$ cat src/tia_pkg.sv
// Shared types, op codes and helpers of the typed integer ALU.
// No dependencies.
package tia_pkg;

    localparam int unsigned DIV_STAGES = 64;
    localparam logic [63:0] S32_MAX = 64'h0000_0000_7FFF_FFFF;
    localparam logic [63:0] INT64_MAX = 64'h7FFF_FFFF_FFFF_FFFF;
    localparam logic [63:0] UINT32_MAX = 64'h0000_0000_FFFF_FFFF;
    localparam logic [63:0] UINT64_MAX = 64'hFFFF_FFFF_FFFF_FFFF;

    localparam logic [4:0] OP_NOT   = 5'd0;
    localparam logic [4:0] OP_COMPL = 5'd1;
    localparam logic [4:0] OP_NEG   = 5'd2;
    localparam logic [4:0] OP_ADD   = 5'd3;
    localparam logic [4:0] OP_SUB   = 5'd4;
    localparam logic [4:0] OP_MUL   = 5'd5;
    localparam logic [4:0] OP_DIV   = 5'd6;
    localparam logic [4:0] OP_REM   = 5'd7;
    localparam logic [4:0] OP_AND   = 5'd8;
    localparam logic [4:0] OP_OR    = 5'd9;
    localparam logic [4:0] OP_XOR   = 5'd10;
    localparam logic [4:0] OP_SHL   = 5'd11;
    localparam logic [4:0] OP_SHR   = 5'd12;
    localparam logic [4:0] OP_EQ    = 5'd13;
    localparam logic [4:0] OP_NE    = 5'd14;
    localparam logic [4:0] OP_LT    = 5'd15;
    localparam logic [4:0] OP_LE    = 5'd16;
    localparam logic [4:0] OP_GT    = 5'd17;
    localparam logic [4:0] OP_GE    = 5'd18;
    localparam logic [4:0] OP_SEXT  = 5'd19;
    localparam logic [4:0] OP_ZEXT  = 5'd20;
    localparam logic [4:0] OP_TRUNC = 5'd21;

    localparam logic [1:0] TY_INT32  = 2'd0;
    localparam logic [1:0] TY_INT64  = 2'd1;
    localparam logic [1:0] TY_UINT32 = 2'd2;
    localparam logic [1:0] TY_UINT64 = 2'd3;

    typedef struct packed {
        logic        vld;
        logic [4:0]  op;
        logic [1:0]  st;
        logic [1:0]  dt;
        logic [63:0] a;
        logic [63:0] b;
        logic [63:0] sa;
        logic [63:0] sb;
        logic [63:0] am;
        logic [63:0] bm;
        logic        an;
        logic        bn;
        logic        bzero;
        logic        azero;
        logic [5:0]  sh;
    } t_prep;

    typedef struct packed {
        logic        vld;
        logic [4:0]  op;
        logic [1:0]  st;
        logic [1:0]  dt;
        logic        an;
        logic        bn;
        logic        bzero;
        logic        azero;
        logic        bad;
        logic [63:0] value;
        logic [63:0] pp_ll;
        logic [31:0] pp_lh;
        logic [31:0] pp_hl;
    } t_side;

    function automatic logic [63:0] type_mask(input logic [1:0] t);
        return t[0] ? UINT64_MAX : UINT32_MAX;
    endfunction

    function automatic logic [63:0] type_max(input logic [1:0] t);
        logic [63:0] m;
        case (t)
            TY_INT32:  m = S32_MAX;
            TY_INT64:  m = INT64_MAX;
            TY_UINT32: m = UINT32_MAX;
            default:   m = UINT64_MAX;
        endcase
        return m;
    endfunction

endpackage

$ cat src/tia_prep.sv
// Input stage: masks operands, sign-extends them and forms divider magnitudes.
// Depends on tia_pkg.
module tia_prep import tia_pkg::*; (
    input  logic        i_clk,
    input  logic        i_rst_n,
    input  logic        i_en,
    input  logic        i_vld,
    input  logic [4:0]  i_op,
    input  logic [1:0]  i_src_type,
    input  logic [1:0]  i_dst_type,
    input  logic [63:0] i_opnd_a,
    input  logic [63:0] i_opnd_b,
    output t_prep       o_prep
);

    t_prep r_prep;
    t_prep n_prep;
    logic [63:0] mask;
    logic        sgn;

    always_comb begin
        mask = type_mask(i_src_type);
        sgn  = !i_src_type[1];
        n_prep.vld   = i_vld;
        n_prep.op    = i_op;
        n_prep.st    = i_src_type;
        n_prep.dt    = i_dst_type;
        n_prep.a     = i_opnd_a & mask;
        n_prep.b     = i_opnd_b & mask;
        if (i_src_type[0] || !sgn) begin
            n_prep.sa = n_prep.a;
            n_prep.sb = n_prep.b;
        end else begin
            n_prep.sa = {{32{i_opnd_a[31]}}, i_opnd_a[31:0]};
            n_prep.sb = {{32{i_opnd_b[31]}}, i_opnd_b[31:0]};
        end
        n_prep.an    = sgn && n_prep.sa[63];
        n_prep.bn    = sgn && n_prep.sb[63];
        n_prep.am    = n_prep.an ? (~n_prep.sa + 64'd1) : n_prep.sa;
        n_prep.bm    = n_prep.bn ? (~n_prep.sb + 64'd1) : n_prep.sb;
        n_prep.bzero = (n_prep.b == 64'd0);
        n_prep.azero = (n_prep.a == 64'd0);
        n_prep.sh    = i_opnd_b[5:0] & (i_src_type[0] ? 6'd63 : 6'd31);
    end

    always_ff @(posedge i_clk) begin
        if (!i_rst_n) begin
            r_prep.vld <= 1'b0;
        end else if (i_en) begin
            r_prep.vld <= n_prep.vld;
        end
        if (i_en) begin
            r_prep.op    <= n_prep.op;
            r_prep.st    <= n_prep.st;
            r_prep.dt    <= n_prep.dt;
            r_prep.a     <= n_prep.a;
            r_prep.b     <= n_prep.b;
            r_prep.sa    <= n_prep.sa;
            r_prep.sb    <= n_prep.sb;
            r_prep.am    <= n_prep.am;
            r_prep.bm    <= n_prep.bm;
            r_prep.an    <= n_prep.an;
            r_prep.bn    <= n_prep.bn;
            r_prep.bzero <= n_prep.bzero;
            r_prep.azero <= n_prep.azero;
            r_prep.sh    <= n_prep.sh;
        end
    end

    assign o_prep = r_prep;

endmodule

$ cat config.mk
export PLATFORM = sky130hd
export DESIGN_NAME = tia_prep
export DESIGN_NICKNAME = d
export VERILOG_FILES = /design/src/tia_pkg.sv /design/src/tia_prep.sv
export SDC_FILE = /design/constraint.sdc
export NUM_CORES = 1
export LEC_CHECK = 0
export BUFFER_PORTS_ARGS = -buffer_cell sky130_fd_sc_hd__buf_2
export CAP_MARGIN = 20
export CORE_AREA = 2 2 210 212
export DETAILED_ROUTE_END_ITERATION = 8
export DIE_AREA = 0 0 212 214
export PLACE_DENSITY = 0.72
export SETUP_SLACK_MARGIN = 0.4
export SLEW_MARGIN = 20
export SYNTH_ARGS = -nofsm -noshare
export SYNTH_HDL_FRONTEND = slang
export SYNTH_SLANG_ARGS = --single-unit
export TNS_END_PERCENT = 30
$ cat constraint.sdc
create_clock -name i_clk -period 2.35 [get_ports i_clk]
set_clock_uncertainty 0.2 [all_clocks]
set_input_delay 0.1175 -clock i_clk [delete_from_list [all_inputs] [get_ports i_clk]]
set_output_delay 0.1175 -clock i_clk [all_outputs]
set_load 0.05 [all_outputs]
==> flow_metrics.env <==
export IMPL_synth_xor_xnor_area_share_pct=6.70
export IMPL_die_w_um=212
export IMPL_hold_viol_final=47
export IMPL_place_gp_congestion=0.929
export IMPL_first_pass_iters=5
export IMPL_nets=2103
export IMPL_p_leak_uw=0.00943
export IMPL_cp_top_family="simple AND/OR/NAND/NOR gates"
export IMPL_die_area_um2=45400
export IMPL_vias=13200
export IMPL_cp_cell_sequence="dlygate4sd3_1 > buf_2 > nor2_1 > a2bb2oi_1 > or4_1 > or4_1 > nand3_1"
export IMPL_syn_area_um2=15200
export IMPL_reg2reg_depth=3
export IMPL_criticalPathCategory="input port to flip-flop"
export IMPL_setup_viol=0
export IMPL_ys_seq_area_share_pct=65.9
export IMPL_clkPwrFrac_pct=33.6
export IMPL_cp_slowest_cell="or4_1"
export IMPL_die_h_um=214
export IMPL_grt_first_pass_wirelength_mm=86.7
export IMPL_synth_enable_flop_cells=332
export IMPL_crit_buf_inv=2
export IMPL_largest_register_ffs=333
export IMPL_rsz0062_at_grt="true"
export IMPL_p_sw_uw=6200
export IMPL_cts_setup_buffers=0
export IMPL_hp_class="input port to flip-flop"
export IMPL_ant_nets=0
export IMPL_synth_compound_area_share_pct=7.17
export IMPL_synth_area_mux_share_pct=0.198
export IMPL_cts_buffer_depth=3
export IMPL_numCtsBuffers=38
export IMPL_r2r_start="o_prep[403]"
export IMPL_io_buffers=544
export IMPL_outcome="complete, but fails checks"
export IMPL_r2r_slack_ns=0.99
export IMPL_pwr_share_seq_pct=40.6
export IMPL_hold_ws_ns=-0.372
export IMPL_synth_top_family_by_area="simple AND/OR/NAND/NOR gates"
export IMPL_power_density_nw_per_um2=817
export IMPL_synthAdderAreaFrac_pct=0.165
export IMPL_cts_clk_slew_worst_paths_ns=0.07
export IMPL_p_comb_share_pct=25.7
export IMPL_synthCells=1167
export IMPL_grt_usage_pct=26.1
export IMPL_fin_crit_sh_pct=85.0
export IMPL_avgViaCountPerCell=5.11
export IMPL_hp_start="i_opnd_b[1]"
export IMPL_syn_num_nets=1310
export IMPL_fp_row_count=76
export IMPL_core_area_um2=42900
export IMPL_drc=0
export IMPL_arrival_ns=2.21
export IMPL_endpoint_kind="flip-flop"
export IMPL_violations="negative hold slack"
export IMPL_maxSlewHeadroom_pct=47.1
export IMPL_grt_overflow=0
export IMPL_power_internal_uw=12100
export IMPL_avgRoutedWirePerCell_um=23.8
export IMPL_max_freq_ghz=0.501
export IMPL_async_flop_share_pct=0
export IMPL_path_max_fanout=3
export IMPL_synth_cell_types=62
export IMPL_switching_share_pct=34.0
export IMPL_cpPeakStageDelay_ns=0.56
export IMPL_final_core_utilization_pct=52.1
export IMPL_drv_slew=0
export IMPL_drive_above_1_share_pct=40.5
export IMPL_area_growth_pct=47.4
export IMPL_grt_max_degree=58
export IMPL_antenna_found_initial=7
export IMPL_clk_latency_ns=0.55
export IMPL_cts_htree_levels=2
export IMPL_layout_min_cycle_time_ns=2.00
export IMPL_grt_pass1_vias=13500
export IMPL_clock_tree_root_cell="clkbuf_16"
export IMPL_required_ns=2.56
export IMPL_yosysWarningCount=0
export IMPL_post_place_ws_ns=-0.399
export IMPL_crit_path_frequent_cell="or4_1"
export IMPL_crit_cells=7
export IMPL_cts_sinks=333
export IMPL_synthSimpleGateAreaFrac_pct=14.3
export IMPL_synth_seq_cells=333
export IMPL_vdd_drop_max_uv=504
export IMPL_fillCellCount=3681
export IMPL_cap_violations=0
export IMPL_fin_total_pwr_uw=18300
export IMPL_drt_iter0_markers=1056
export IMPL_startpoint_type="input port"
export IMPL_cts_tree="yes"
export IMPL_whs_path_depth=1
export IMPL_tightest_slew_ns=0.784
export IMPL_syn_avg_cell_area_um2=13.0
export IMPL_synth_top_flop_cell="edfxtp_1"
export IMPL_drt_total_wl_mm=61.2
export IMPL_initial_utilization_pct=35.3
export IMPL_final_setup_worst_slack_ns=0.352
export IMPL_detailed_place_hpwl_mm=44.5
export IMPL_num_io_pins=545
export IMPL_cp_startpoint="i_opnd_a[40]"
## worst paths after layout
check                endpoint
setup / recovery  o_prep[120]
hold / removal    o_prep[267]
setup reg to reg  o_prep[403]
hold reg to reg   o_prep[403]
## power groups by stage
| stage | clock network (µW) | registers (µW) | logic (µW) |
|---|---|---|---|
| finish | 6150 | 7420 | 4700 |
| global route | 6510 | 7460 | 4860 |
| CTS | 6270 | 7420 | 4670 |
| detailed placement | 0 | 7540 | 4430 |
| global placement | 0 | 7530 | 4420 |
| floorplan | 0 | 9470 | 1090 |
## worst reg2reg max path: cells and delay by family (launching register included)
family                 cells  cell delay, ns
buffers and inverters      1            0.55
flip-flops                 1            0.31
multiplexers               1            0.13
AND/OR/NAND/NOR            1            0.06
## per-layer routing
metal	vias up	GRT usage (%)	routed length, µm
li1	5867	-	-
met1	6361	27.6	21100
met2	754	48.6	32300
met3	162	6.48	5020
met4	10	11.4	2630
met5	-	0	72
## cells in the mapped netlist, types with 5 or more instances
| cell | n | share of area, % |
|---|---|---|
| or3b_2 | 5 | 0.29 |
| clkbuf_1 | 36 | 0.89 |
| nand2b_1 | 41 | 1.7 |
| inv_1 | 38 | 0.94 |
| nand3_1 | 18 | 0.59 |
| o41ai_1 | 11 | 0.64 |
| nor3_1 | 26 | 0.86 |
| a211oi_1 | 6 | 0.30 |
| o21ai_0 | 45 | 1.5 |
| nand2_1 | 89 | 2.2 |
| or4_1 | 13 | 0.64 |
| or3_1 | 11 | 0.45 |
| nor3b_1 | 10 | 0.50 |
| xnor2_1 | 60 | 3.5 |
| and2_1 | 39 | 1.6 |
| a21oi_1 | 34 | 1.1 |
| nand4_1 | 15 | 0.62 |
| and4_1 | 6 | 0.35 |
| or2_2 | 5 | 0.21 |
| nor4b_1 | 10 | 0.58 |
| and3_1 | 5 | 0.21 |
| buf_4 | 71 | 3.5 |
| xor2_1 | 56 | 3.2 |
| o31ai_1 | 25 | 1.2 |
| a31oi_1 | 19 | 0.78 |
| edfxtp_1 | 332 | 66 |
| nor4_1 | 28 | 1.2 |
| nor2_1 | 57 | 1.4 |
## stage by stage
stage	area (µm²)	cells	TNS, ns
after floorplan	15300	1167	0
final	22400	2575	0
after detailed placement	19300	2342	-4.96
after global placement	19300	2342	-4.95
after global routing	22300	2573	0
after CTS	22300	2571	0
## timing repair
item | in CTS | in global routing
hold endpoints to repair | 326 | 48
setup endpoints to repair | 3 | 37
cloned | 0 | 0
pin swaps | 0 | 6
hold buffers | 162 | 1
resized for setup | 2 | 18
## logic make-up after synthesis
logic type | after synthesis
buffers and inverters | 152
DFF | 333
and+or+nand+nor | 392
adders and majority gates | 2
xor gates and xnor gates | 116
muxes | 3
AOI/OAI and AO/OA | 169
## final cells by class
cell class,instances,area (µm²),share of cell area (%)
Antenna cell,3,7.51,0.0336
Clock buffer,44,1040,4.64
Clock inverter,23,240,1.07
Inverter,39,146,0.655
Multi-Input combinational cell,682,4520,20.2
Sequential cell,333,9990,44.7
Tap cell,585,732,3.27
Timing Repair Buffer,866,5680,25.4
## placed cells by master, fill, tap and decap left out, drive strengths merged, types with 11 or more instances in the layout
cell | synthesis | final
a31oi | 19 | 19
and2 | 39 | 39
clkbuf | 36 | 44
nor2 | 57 | 57
o41ai | 12 | 12
clkinv | 1 | 15
o21ai | 46 | 46
nand4 | 15 | 15
nand3 | 19 | 19
or3 | 11 | 11
xnor2 | 60 | 60
o31ai | 25 | 25
a21oi | 34 | 34
or4 | 14 | 14
buf | 77 | 703
nor4 | 31 | 31
edfxtp | 332 | 332
nor3 | 27 | 27
dlygate4sd3 | 0 | 163
nand2b | 41 | 41
xor2 | 56 | 56
inv | 38 | 39
nand2 | 89 | 89
(Power assumes the default switching activity.)
